**src/hw/rtl/dhf_pkg.sv**
```systemverilog
// shared types, constants and character helpers for the hex float text converter
package dhf_pkg;

  localparam int FRAC_W = 52;
  localparam int FRAC_DIGITS = 13;
  localparam int EXP_W = 12;
  localparam logic [10:0] EXP_ALL_ONES = 11'h7ff;
  localparam logic signed [EXP_W-1:0] EXP_BIAS = 12'sd1023;
  localparam logic signed [EXP_W-1:0] EXP_MIN = -12'sd1022;
  localparam logic [3:0] NIBBLE_MASK = 4'hf;

  localparam logic [7:0] CH_ZERO = 8'h30;
  localparam logic [7:0] CH_LX = 8'h78;
  localparam logic [7:0] CH_UX = 8'h58;
  localparam logic [7:0] CH_LP = 8'h70;
  localparam logic [7:0] CH_UP = 8'h50;
  localparam logic [7:0] CH_LA = 8'h61;
  localparam logic [7:0] CH_UA = 8'h41;
  localparam logic [7:0] CH_POINT = 8'h2e;
  localparam logic [7:0] CH_PLUS = 8'h2b;
  localparam logic [7:0] CH_MINUS = 8'h2d;

  typedef enum logic [1:0] {
    ST_IDLE,
    ST_NORM,
    ST_ROUND,
    ST_EMIT
  } dhf_state_t;

  typedef enum logic [2:0] {
    PH_ZERO,
    PH_X,
    PH_LEAD,
    PH_POINT,
    PH_DIGIT,
    PH_P,
    PH_SIGN,
    PH_EXP
  } dhf_phase_t;

  typedef struct packed {
    logic       load;
    logic       norm;
    logic       round;
    logic       emit;
    logic       shift;
    logic       last;
    dhf_phase_t phase;
    logic [1:0] exp_sel;
  } dhf_cmd_t;

  typedef struct packed {
    logic       norm_done;
    logic [3:0] ndig;
    logic       point;
    logic [1:0] exp_top;
    logic       out_free;
  } dhf_status_t;

  function automatic logic [7:0] hex_char(input logic [3:0] d, input logic up);
    logic [7:0] base;
    base = up ? CH_UA : CH_LA;
    if (d > 4'd9) begin
      return base + 8'(d - 4'd10);
    end
    return CH_ZERO + {4'b0000, d};
  endfunction

endpackage

```
**src/hw/rtl/dhf_ctrl.sv**
```systemverilog
// sequencer for one conversion: normalize, round, then one character per output slot
module dhf_ctrl (
  input  logic                clk,
  input  logic                rst,
  input  logic                in_valid,
  output logic                in_ready,
  input  dhf_pkg::dhf_status_t st,
  output dhf_pkg::dhf_cmd_t    cmd
);
  import dhf_pkg::*;

  dhf_state_t state, state_next;
  dhf_phase_t phase, phase_next;
  logic [3:0] cnt, cnt_next;

  always_ff @(posedge clk) begin
    if (rst) begin
      state <= ST_IDLE;
      phase <= PH_ZERO;
      cnt   <= 4'd0;
    end else begin
      state <= state_next;
      phase <= phase_next;
      cnt   <= cnt_next;
    end
  end

  // next state
  always_comb begin
    state_next = state;
    phase_next = phase;
    cnt_next   = cnt;
    unique case (state)
      ST_IDLE: begin
        if (in_valid) begin
          state_next = ST_NORM;
        end
      end
      ST_NORM: begin
        if (st.norm_done) begin
          state_next = ST_ROUND;
        end
      end
      ST_ROUND: begin
        state_next = ST_EMIT;
        phase_next = PH_ZERO;
      end
      ST_EMIT: begin
        if (st.out_free) begin
          unique case (phase)
            PH_ZERO: phase_next = PH_X;
            PH_X:    phase_next = PH_LEAD;
            PH_LEAD: phase_next = st.point ? PH_POINT : PH_P;
            PH_POINT: begin
              if (st.ndig != 4'd0) begin
                phase_next = PH_DIGIT;
                cnt_next   = st.ndig - 4'd1;
              end else begin
                phase_next = PH_P;
              end
            end
            PH_DIGIT: begin
              if (cnt == 4'd0) begin
                phase_next = PH_P;
              end else begin
                cnt_next = cnt - 4'd1;
              end
            end
            PH_P:    phase_next = PH_SIGN;
            PH_SIGN: begin
              phase_next = PH_EXP;
              cnt_next   = {2'b00, st.exp_top};
            end
            PH_EXP: begin
              if (cnt == 4'd0) begin
                state_next = ST_IDLE;
              end else begin
                cnt_next = cnt - 4'd1;
              end
            end
            default: phase_next = PH_ZERO;
          endcase
        end
      end
      default: state_next = ST_IDLE;
    endcase
  end

  // commands
  always_comb begin
    in_ready    = (state == ST_IDLE);
    cmd         = '0;
    cmd.phase   = phase;
    cmd.exp_sel = cnt[1:0];
    cmd.load    = (state == ST_IDLE) && in_valid;
    cmd.norm    = (state == ST_NORM) && !st.norm_done;
    cmd.round   = (state == ST_ROUND);
    cmd.emit    = (state == ST_EMIT) && st.out_free;
    cmd.shift   = cmd.emit && (phase == PH_DIGIT);
    cmd.last    = (phase == PH_EXP) && (cnt == 4'd0);
  end

  a_digit_count: assert property (@(posedge clk) disable iff (rst)
    (state == ST_EMIT && phase == PH_DIGIT) |-> (st.ndig != 4'd0 && cnt < st.ndig))
    else $error("fraction digit counter out of range");

  a_exp_count: assert property (@(posedge clk) disable iff (rst)
    (state == ST_EMIT && phase == PH_EXP) |-> (cnt <= {2'b00, st.exp_top}))
    else $error("exponent digit counter beyond leading digit");

  a_last_frees: assert property (@(posedge clk) disable iff (rst)
    (cmd.emit && cmd.last) |=> in_ready)
    else $error("not ready for a new item after the final character");

endmodule

```
**src/hw/rtl/dhf_datapath.sv**
```systemverilog
// operand registers, normalizer, rounder, exponent digit pipeline and output register
module dhf_datapath (
  input  logic                 clk,
  input  logic                 rst,
  input  logic [63:0]          value_bits,
  input  logic signed [4:0]    precision,
  input  logic                 alternate_flag,
  input  logic                 upper_case,
  input  dhf_pkg::dhf_cmd_t    cmd,
  output dhf_pkg::dhf_status_t st,
  input  logic                 out_ready,
  output logic                 out_valid,
  output logic [7:0]           out_char,
  output logic                 out_neg,
  output logic                 out_last
);
  import dhf_pkg::*;

  // working operand: bit 52 is the leading one once normalized
  logic [FRAC_W:0]          m;
  logic signed [EXP_W-1:0]  e;
  logic                     lead;
  logic                     neg;
  logic                     up;
  logic                     alt;
  logic [4:0]               prec;
  logic [3:0]               ndig;
  logic                     point;

  logic [10:0]              in_bexp;
  logic [FRAC_W-1:0]        in_frac;

  logic [FRAC_W-1:0]        frac;
  logic [3:0]               nd_given;
  logic [3:0]               nd_trim;
  logic [5:0]               sh;
  logic [FRAC_W-1:0]        dropmask;
  logic [FRAC_W-1:0]        lowmask;
  logic                     guard;
  logic                     lsb;
  logic                     sticky;
  logic                     rnd_up;
  logic [FRAC_W:0]          sum;
  logic                     carry;
  logic [FRAC_W-1:0]        frac_new;
  logic [3:0]               nd_new;
  logic                     carry_new;

  // exponent digit pipeline
  logic [10:0]              e_abs;
  logic                     s1_neg, s2_neg, s3_neg;
  logic                     s1_th, s2_th;
  logic [9:0]               s1_r;
  logic [15:0]              hu_prod;
  logic [3:0]               hu_q;
  logic [9:0]               r2_full;
  logic [3:0]               s2_hu;
  logic [6:0]               s2_r;
  logic [14:0]              te_prod;
  logic [3:0]               te_q;
  logic [6:0]               on_full;
  logic [3:0]               d3, d2, d1, d0;
  logic [1:0]               exp_top;

  logic [3:0]               sel_digit;
  logic [7:0]               ch;

  assign in_bexp = value_bits[62:52];
  assign in_frac = value_bits[FRAC_W-1:0];
  assign frac    = m[FRAC_W-1:0];

  // trailing zero trim: lowest nonzero nibble sets the digit count
  always_comb begin
    nd_trim = 4'd0;
    for (int i = FRAC_DIGITS - 1; i >= 0; i--) begin
      if ((frac[4*i +: 4] & NIBBLE_MASK) != 4'd0) begin
        nd_trim = 4'(FRAC_DIGITS - i);
      end
    end
  end

  // round to nearest, ties to even, at the chosen nibble boundary; negative prec trims instead
  always_comb begin
    nd_given = (prec[3:0] > 4'(FRAC_DIGITS)) ? 4'(FRAC_DIGITS) : prec[3:0];
    sh       = {4'(FRAC_DIGITS) - nd_given, 2'b00};
    for (int b = 0; b < FRAC_W; b++) begin
      dropmask[b] = (6'(b) < sh);
      lowmask[b]  = (6'(b + 1) < sh);
    end
    guard  = (sh != 6'd0) ? m[sh - 6'd1] : 1'b0;
    lsb    = m[sh];
    sticky = |(frac & lowmask);
    rnd_up = guard && (sticky || lsb);
    sum    = {1'b0, frac & ~dropmask} + ((FRAC_W+1)'(rnd_up) << sh);
    carry  = sum[FRAC_W];
    if (prec[4]) begin
      frac_new  = frac;
      nd_new    = nd_trim;
      carry_new = 1'b0;
    end else begin
      frac_new  = carry ? '0 : sum[FRAC_W-1:0];
      nd_new    = nd_given;
      carry_new = carry;
    end
  end

  always_ff @(posedge clk) begin
    if (cmd.load) begin
      m    <= {in_bexp != 11'd0, in_frac};
      lead <= (in_bexp != 11'd0) || (in_frac != '0);
      neg  <= value_bits[63];
      up   <= upper_case;
      alt  <= alternate_flag;
      prec <= precision;
      if (in_bexp == 11'd0) begin
        e <= (in_frac == '0) ? '0 : EXP_MIN;
      end else begin
        e <= $signed({1'b0, in_bexp}) - EXP_BIAS;
      end
    end else if (cmd.norm) begin
      if (m[FRAC_W -: 8] == 8'd0) begin
        m <= {m[FRAC_W-8:0], 8'd0};
        e <= e - 12'sd8;
      end else begin
        m <= {m[FRAC_W-1:0], 1'b0};
        e <= e - 12'sd1;
      end
    end else if (cmd.round) begin
      m[FRAC_W-1:0] <= frac_new;
      e             <= e + $signed({11'd0, carry_new});
      ndig          <= nd_new;
      point         <= (nd_new != 4'd0) || alt;
    end else if (cmd.shift) begin
      m[FRAC_W-1:0] <= {m[FRAC_W-5:0], 4'd0};
    end
  end

  // exponent to decimal digits, registered through the s1, s2 and digit (d3 to d0) stages
  assign e_abs   = e[EXP_W-1] ? 11'(-e) : e[10:0];
  assign hu_prod = {6'd0, s1_r} * 16'd41;
  assign hu_q    = hu_prod[15:12];
  assign r2_full = s1_r - (10'(hu_q) * 10'd100);
  assign te_prod = {8'd0, s2_r} * 15'd205;
  assign te_q    = te_prod[14:11];
  assign on_full = s2_r - (7'(te_q) * 7'd10);

  always_ff @(posedge clk) begin
    s1_neg <= e[EXP_W-1];
    s1_th  <= (e_abs >= 11'd1000);
    s1_r   <= (e_abs >= 11'd1000) ? 10'(e_abs - 11'd1000) : e_abs[9:0];
    s2_neg <= s1_neg;
    s2_th  <= s1_th;
    s2_hu  <= hu_q;
    s2_r   <= r2_full[6:0];
    s3_neg <= s2_neg;
    d3     <= {3'd0, s2_th};
    d2     <= s2_hu;
    d1     <= te_q;
    d0     <= on_full[3:0];
    if (s2_th) begin
      exp_top <= 2'd3;
    end else if (s2_hu != 4'd0) begin
      exp_top <= 2'd2;
    end else if (te_q != 4'd0) begin
      exp_top <= 2'd1;
    end else begin
      exp_top <= 2'd0;
    end
  end

  always_comb begin
    unique case (cmd.exp_sel)
      2'd3:    sel_digit = d3;
      2'd2:    sel_digit = d2;
      2'd1:    sel_digit = d1;
      default: sel_digit = d0;
    endcase
  end

  always_comb begin
    unique case (cmd.phase)
      PH_ZERO:  ch = CH_ZERO;
      PH_X:     ch = up ? CH_UX : CH_LX;
      PH_LEAD:  ch = CH_ZERO + {7'd0, lead};
      PH_POINT: ch = CH_POINT;
      PH_DIGIT: ch = hex_char(m[FRAC_W-1 -: 4], up);
      PH_P:     ch = up ? CH_UP : CH_LP;
      PH_SIGN:  ch = s3_neg ? CH_MINUS : CH_PLUS;
      PH_EXP:   ch = CH_ZERO + {4'd0, sel_digit};
      default:  ch = CH_ZERO;
    endcase
  end

  // output register
  always_ff @(posedge clk) begin
    if (rst) begin
      out_valid <= 1'b0;
    end else if (cmd.emit) begin
      out_valid <= 1'b1;
    end else if (out_ready) begin
      out_valid <= 1'b0;
    end
  end

  always_ff @(posedge clk) begin
    if (cmd.emit) begin
      out_char <= ch;
      out_neg  <= neg;
      out_last <= cmd.last;
    end
  end

  always_comb begin
    st.norm_done = m[FRAC_W] || !lead;
    st.ndig      = ndig;
    st.point     = point;
    st.exp_top   = exp_top;
    st.out_free  = !out_valid || out_ready;
  end

  a_emit_free: assert property (@(posedge clk) disable iff (rst)
    cmd.emit |-> (!out_valid || out_ready))
    else $error("character written over one not yet taken");

  a_norm_lead: assert property (@(posedge clk) disable iff (rst)
    cmd.round |-> (m[FRAC_W] == lead))
    else $error("rounding started on an operand that is not normalized");

  a_exp_digit: assert property (@(posedge clk) disable iff (rst)
    (cmd.emit && cmd.phase == PH_EXP) |-> (sel_digit <= 4'd9))
    else $error("exponent digit out of decimal range");

endmodule

```
**src/hw/rtl/double_to_hex_float_text_core.sv**
```systemverilog
// top level of the double to hex float text converter
//
// usage: one item on the slave side carries a raw double and its format
// controls; the master side returns the text one ascii character per item,
// "0x", leading digit, optional point, fraction digits, "p", exponent sign
// and decimal exponent. tuser carries the sign bit of the value on every
// character, tlast marks the final character of a conversion.
// start: after an input item is accepted the sequencer shifts subnormal
// operands up to normal form (8 bits or 1 bit per step), rounds, and then
// writes the first character. the characters then follow one per cycle
// while m_tready is high, 6 to 23 of them, through the single output
// register. flow: one conversion at a time; a new item is taken in the
// cycle after the final character enters the output register.
// stalls: with m_tready low the output register holds its character and
// the sequencer waits; nothing is dropped.
// reset: rst (synchronous) empties the output register and returns the
// sequencer to idle, ready for an item.
module double_to_hex_float_text_core (
  input  logic        clk,
  input  logic        rst,
  // input item channel
  input  logic        s_tvalid,
  output logic        s_tready,
  // [63:0] value_bits, [68:64] precision, [69] alternate_flag,
  // [70] upper_case, [71] zero
  input  logic [71:0] s_tdata,
  // character channel
  output logic        m_tvalid,
  input  logic        m_tready,
  // [7:0] out_char
  output logic [7:0]  m_tdata,
  // [0] negative
  output logic        m_tuser,
  output logic        m_tlast
);
  import dhf_pkg::*;

  dhf_cmd_t    cmd;
  dhf_status_t st;

  // controller: idle, normalize, round, then emit through the text phases
  dhf_ctrl u_ctrl (
    .clk      (clk),
    .rst      (rst),
    .in_valid (s_tvalid),
    .in_ready (s_tready),
    .st       (st),
    .cmd      (cmd)
  );

  // datapath: operand, rounder, exponent digits and the output register
  dhf_datapath u_dp (
    .clk            (clk),
    .rst            (rst),
    .value_bits     (s_tdata[63:0]),
    .precision      ($signed(s_tdata[68:64])),
    .alternate_flag (s_tdata[69]),
    .upper_case     (s_tdata[70]),
    .cmd            (cmd),
    .st             (st),
    .out_ready      (m_tready),
    .out_valid      (m_tvalid),
    .out_char       (m_tdata),
    .out_neg        (m_tuser),
    .out_last       (m_tlast)
  );

endmodule

```
**config.mk**
```make
export PLATFORM = sky130hd
export DESIGN_NAME = double_to_hex_float_text_core
export DESIGN_NICKNAME = d
export VERILOG_FILES = /design/src/hw/rtl/dhf_pkg.sv /design/src/hw/rtl/dhf_ctrl.sv /design/src/hw/rtl/dhf_datapath.sv /design/src/hw/rtl/double_to_hex_float_text_core.sv
export SDC_FILE = /design/constraint.sdc
export NUM_CORES = 1
export LEC_CHECK = 0
export BUFFER_PORTS_ARGS = -buffer_cell sky130_fd_sc_hd__buf_2
export CORE_MARGIN = 5
export CORE_UTILIZATION = 45
export DETAILED_ROUTE_END_ITERATION = 10
export GPL_TIMING_DRIVEN = 0
export SLEW_MARGIN = 20
export SYNTH_ARGS = -nofsm -noshare
export SYNTH_HDL_FRONTEND = slang
export SYNTH_SLANG_ARGS = --single-unit
```
**constraint.sdc**
```tcl
create_clock -name clk -period 8.5 [get_ports clk]
set_clock_uncertainty 0.1 [all_clocks]
set_input_delay 0.425 -clock clk [delete_from_list [all_inputs] [get_ports clk]]
set_output_delay 0.425 -clock clk [all_outputs]
set_load 0.03 [all_outputs]
```
# ---- Yosys cells after proc, flatten, opt, wreduce, memory -nomap -nowiden
# Index checks and enable logic that the tools add are counted.
dict set report word_totals {
  latchBits 0
  mem_bits_rw 0
  register_bits 140
  memories 0
  word_cells 260
  romBits 0
}
dict set report op_classes {
  shift 1
  bitwise_logic 5
  eq_ne 23
  addsub 18
  muxes 66
  n_mul 4
  div_mod_pow 0
  n_lt_le_gt_ge 58
  reduce_logical 54
}
# cell count
set op_table {}
lappend op_table {{52-bit two-way mux} 5}
lappend op_table {{6-bit less-than comparator, first input constant} 21}
lappend op_table {{53-bit two-way mux} 2}
lappend op_table {{52-bit bitwise AND} 2}
lappend op_table {{5-bit by 6-bit less-than comparator with 1-bit output, first input constant} 16}
lappend op_table {{4-bit nonzero test} 19}
lappend op_table {{12-bit two-way mux} 6}
lappend op_table {{4-bit two-way mux} 16}
lappend op_table {{8-bit one-hot mux with 8 select lines} 1}
lappend op_table {{52-bit by 53-bit adder with 53-bit output} 1}
lappend op_table {{1-bit by 6-bit left shift with 53-bit output} 1}
lappend op_table {{52-bit logical NOT} 1}
lappend op_table {{52-bit inverter} 1}
lappend op_table {{52-bit nonzero test} 1}
lappend op_table {{52-bit OR reduction} 1}
lappend op_table {{4-bit by 6-bit less-than comparator with 1-bit output, first input constant} 8}
lappend op_table {{3-bit by 6-bit less-than comparator with 1-bit output, first input constant} 4}
lappend op_table {{4-bit one-hot mux with 3 select lines} 2}
lappend op_table {{3-bit one-hot mux with 7 select lines} 1}
lappend op_table {{6-bit two-way mux} 3}
lappend op_table {{10-bit by 6-bit multiplier with 16-bit output, second input constant} 1}
lappend op_table {{8-bit two-way mux} 2}
lappend op_table {{7-bit by 8-bit multiplier with 15-bit output, second input constant} 1}
lappend op_table {{6-bit by 4-bit adder with 7-bit output, first input constant} 2}
lappend op_table {{57 further kinds} 111}

# ---- Logic depth before layout (Yosys ltp)
dict set report depth {
  depth_word 17
  mapped_depth 35
  mapped_depth_nobuf 30
}

# ---- By module
# Synthesis repeated with hierarchy kept, for this count alone.
dict set report unflattened {
  cells_unflattened 1617
  hier_area_um2 13291.5
}
# mod area_per_inst_um2 cells_each instances seq_area_each_um2
set by_module_without_submodules {}
lappend by_module_without_submodules {dhf_datapath 12514.5 1522 1 3513.4}
lappend by_module_without_submodules {dhf_ctrl 777.0 95 1 180.2}

# ---- Worst setup path before layout
# OpenSTA, ideal clock, no wires.
dict set report synth_timing {
  path_kind {reg2reg}
  from {reg u_dp.prec[1]}
  to {reg u_dp.e[11], data pin}
  slack_ps 1964
  required_time_ps 8123
  path_buffers 6
  arrival_ps 6159
  setup_ps 277
  path_stages_with_launch 36
  cell_sequence {edfxtp_1 buf_2 buf_2 a21bo_2 clkbuf_1 inv_1 ha_1 clkbuf_1 clkbuf_1 and2_0 clkbuf_1 o22ai_1 nor4_1 o211ai_1 o21ai_0 nor2_1 nand2_1 nor3_1 ha_1 o2111a_1 a31oi_1 a2111o_1 o31ai_1 a41o_1 o2111ai_1 o21ai_0 nor2b_1 ha_1 nand3_1 nor2_1 nand3_1 o32ai_1 o21ai_0 xnor2_1 nand2_1 o311ai_0}
}
dict set report synth_via {
  elab_chain_cells 15
  elab_cells_between_ends 76
}
# item line_no
set synth_rtl {}
lappend synth_rtl {{start: declaration} dhf_datapath.sv:26} ;# logic [4:0] prec;
lappend synth_rtl {{start signal: assignment} dhf_datapath.sv:114} ;# prec <= precision;
lappend synth_rtl {{4-bit greater-than comparator} dhf_datapath.sv:84} ;# nd_given = (prec[3:0] > 4'(FRAC_DIGITS)) ? 4'(FRAC_DIGITS) : prec[3:0];
lappend synth_rtl {{4-bit two-way mux *} dhf_datapath.sv:84}
lappend synth_rtl {{4-bit subtractor *} dhf_datapath.sv:85} ;# sh = {4'(FRAC_DIGITS) - nd_given, 2'b00};
lappend synth_rtl {{6-bit by 1-bit subtractor with 6-bit output, or another cell as far along} dhf_datapath.sv:90} ;# guard = (sh != 6'd0) ? m[sh - 6'd1] : 1'b0;
lappend synth_rtl {{1-bit binary-select mux with 6-bit select / 52-bit bitwise AND (equally long branches)} {dhf_datapath.sv:90, dhf_datapath.sv:92}}
lappend synth_rtl {{1-bit two-way mux (not written as such) / 52-bit OR reduction (equally long branches)} {dhf_datapath.sv:90, dhf_datapath.sv:92}}
lappend synth_rtl {{1-bit two-way mux / 1-bit logical OR (equally long branches)} {dhf_datapath.sv:90, dhf_datapath.sv:93}}
lappend synth_rtl {{1-bit logical AND} dhf_datapath.sv:93} ;# rnd_up = guard && (sticky || lsb);
lappend synth_rtl {{1-bit by 6-bit left shift with 53-bit output} dhf_datapath.sv:94} ;# sum = {1'b0, frac & ~dropmask} + ((FRAC_W+1)'(rnd_up) << sh);
lappend synth_rtl {{52-bit by 53-bit adder with 53-bit output *} dhf_datapath.sv:94}
lappend synth_rtl {{1-bit two-way mux *} dhf_datapath.sv:96} ;# if (prec[4]) begin
lappend synth_rtl {{12-bit by 2-bit adder with 12-bit output *} dhf_datapath.sv:130} ;# e <= e + $signed({11'd0, carry_new});
lappend synth_rtl {{12-bit two-way mux *} dhf_datapath.sv:128} ;# end else if (cmd.round) begin
lappend synth_rtl {{12-bit two-way mux *} dhf_datapath.sv:120} ;# end else if (cmd.norm) begin
lappend synth_rtl {{12-bit two-way mux *} dhf_datapath.sv:108} ;# if (cmd.load) begin
lappend synth_rtl {{end signal: assignment} dhf_datapath.sv:118} ;# e <= $signed({1'b0, in_bexp}) - EXP_BIAS;
lappend synth_rtl {{end signal: assignment} dhf_datapath.sv:123} ;# e <= e - 12'sd8;
lappend synth_rtl {{end signal: assignment} dhf_datapath.sv:130}
lappend synth_rtl {{end: declaration} dhf_datapath.sv:21} ;# logic signed [EXP_W-1:0] e;
# Mark *: on every way between the ends. The rest lies on a longest branch, timed or not. The select of a mux whose other input is x is not followed.
# A chain may end at the register's enable or synchronous reset.

# ---- Worst setup path after layout
dict set report layout_timing {
  from {reg u_dp.prec[2]}
  to {reg u_dp.e[11], data pin}
}
# The elaborated chain is that of the path after synthesis.

==> results.cfg <==
[cells_and_area]
layout.nets = 1916
layout_common_cells = 199 x nand2_1, 125 x nor2_1, 119 x a21oi_1
layout.cells.non_filler = 2112
drive_gt1_frac = 0.1117
diodes = 0
final_common_cell = nand2_1
area_delta_synth_final_pct = 12.58
final_core_util = 0.5113

[grt]
antenna_found_initial = 1
grtUsageTotal = 0.2979
grt_pass1_vias = 12630
grt_max_degree = 30
grt_pass1_wl_um = 75880
overflow = 0

[synth]
syn_inst = 1611
ys.warnings.count = 0
syn_nets = 1812
synth_top_flop_cell = edfxtp_1
synthDistinctLibCells = 84
seq_area_frac_synth = 0.2841
synth-async-reset-ratio = 0
synth_area_leader_cell = edfxtp_1
synth_area_um2 = 13000
ys_seq_elements = 140
synth.area.top_cells = edfxtp_1 21%, ha_1 11%, dfxtp_1 7.9%, nand2_1 5.7%, a21oi_1 4.6%
synth_area_per_cell_um2 = 8.070
synth_top_cell_area_share = 0.2056
synth_edf_count = 89

[hold_path]
min-delay-path-class = primary input to register

[routing]
first_pass_iters = 6
vias = 13240
drtIter0Drc = 1536
via_per_inst = 6.268
ant_nets = 0
drt_wl_total_um = 49430
wl_per_cell_um = 23.40
drc = 0

[placed_design]
post-place-cells = 2082
place_congestion = 0.9796
dp_slack_ps = -675.1
io_buffers = 85
dp_hpwl_um = 38080

[critical_path]
cp_slowest_stage_delay_ps = 580
worst_ep_required_time_ps = 8570
cpMaxStageDelayCell = edfxtp_1
worst_ep_arrival_time_ps = 8150
worstSetupStartpointType = register
cpMostUsedCell = ha_1
crit_type = register to register
path_max_fanout = 10
endpoint_kind = register

[clocking]
clk_pin_slew_worst_paths_ps = 70
clock-sinks = 140
cts.path.max_buffers = 2
hold_buffers = 0
clkLatencyLatePin_ps = 440
root_buffer = clkbuf_16
cts_tree = yes
h-tree-depth = 4
numCtsBuffers = 17

[floorplan]
start_util = 0.4541
die_area_um2 = 32390
io_pins = 88
core_area_um2 = 28630
dieHeight_um = 180.0
dieWidth_um = 180.0
rows = 62

[timing]
fmax_ghz = 0.1237
setup_viol = 0
setup_ws_ps = 418.4
period_share = 0.9508
period_needed_ps = 8082
slew_violations = 0
worst_hold_slack_ps = 55.38
rsz0062_at_grt = no
slew_headroom = 0.2889
finalHoldViolations = 0
worstMarginPinSlew_ps = 1067
fin_setup_tns_ps = 0

[run_status]
status = finished, final reports clean

[job]
cap_violations = 0

[pwr]
irDropWorstVdd_mv = 0.3273
cellLeakagePower_nw = 5.870
power_density_nw_per_um2 = 487.9
[flip-flops by register name, indices dropped and copies added (netlist names), 5 cells and up]
signal and cells:
u_dp.e 12, u_dp.s2_r 7, u_dp.prec 5, u_dp.s1_r 10, u_dp.out_char 8, u_dp.m 53
[cell usage after synthesis (14+ instances only)]
library cell,instances
and3_1,31
o21ai_0,63
nor3_1,29
fa_1,14
xor2_1,45
and2_1,18
inv_1,82
dfxtp_1,51
nand3_1,51
a31oi_1,88
clkbuf_1,98
mux2i_1,18
nand2b_1,21
nor2_1,125
o211ai_1,17
nand2_1,199
xnor2_1,63
ha_1,111
nor2b_1,14
nor4_1,36
a21oi_1,119
nand4_1,14
edfxtp_1,89
[stage by stage]
stage | power, mW | area, um^2
floorplan | 5.002 | 13000
global placement | 6.196 | 13910
detailed placement | 6.285 | 13950
CTS | 7.092 | 14560
global route | 7.883 | 14640
finish | 7.140 | 14640
[cells by family after synthesis]
group	share of synthesized area
and+or+nand+nor	0.2224
AOI/OAI and AO/OA	0.2108
buffers and inverters	0.06121
DFF	0.2841
adders and majority gates	0.1284
xor gates and xnor gates	0.07401
muxes	0.01906
[final cells by class]
cell class | instances | area [um^2]
Fill cell | 2880 | 13990
Multi-Input combinational cell | 1272 | 8615
Sequential cell | 140 | 3694
Buffer | 112 | 484.2
Tap cell | 384 | 480.5
Timing Repair Buffer | 88 | 457.9
Clock buffer | 17 | 425.4
Inverter | 84 | 315.3
Clock inverter | 15 | 163.9
[routing by layer]
metal	vias up	routed length, um	GRT usage
met5	-	0	0
met4	0	1807	0.1039
met3	119	4873	0.07013
met2	730	21110	0.4505
met1	6290	21640	0.4182
li1	6100	-	-
[power breakdown]
group,internal (mW),switching [mW]
clock,0.398,0.377
sequential,1.19,0.298
combinational,1.94,2.93
[timing repair]
item                                   4_1_cts  5_1_grt
endpoints found under the hold margin        0        0
gates resized for setup                     10       18
pin swaps                                    0        0
buffers inserted                             0        1
setup endpoints to repair                   10       11
[critical path: cells and delay by family (launching register included)]
| family | cells | cell delay [ps] |
|---|---|---|
| compound gates | 11 | 2550 |
| simple gates | 9 | 1800 |
| buf+inv | 5 | 1490 |
| fa+ha+maj | 4 | 860 |
| flops | 1 | 580 |
| xor+xnor | 2 | 400 |
[worst paths after layout]
path	from	depth (start not counted)	slack, ps	to
setup / recovery	u_dp.prec[2]	31	420	u_dp.e[11]
hold / removal	s_tdata[64]	1	60	u_dp.prec[0]
setup reg to reg	u_dp.prec[2]	31	420	u_dp.e[11]
hold reg to reg	u_dp.s1_th	0	230	u_dp.s2_th
Note: power is estimated with default switching activity, not from simulation.
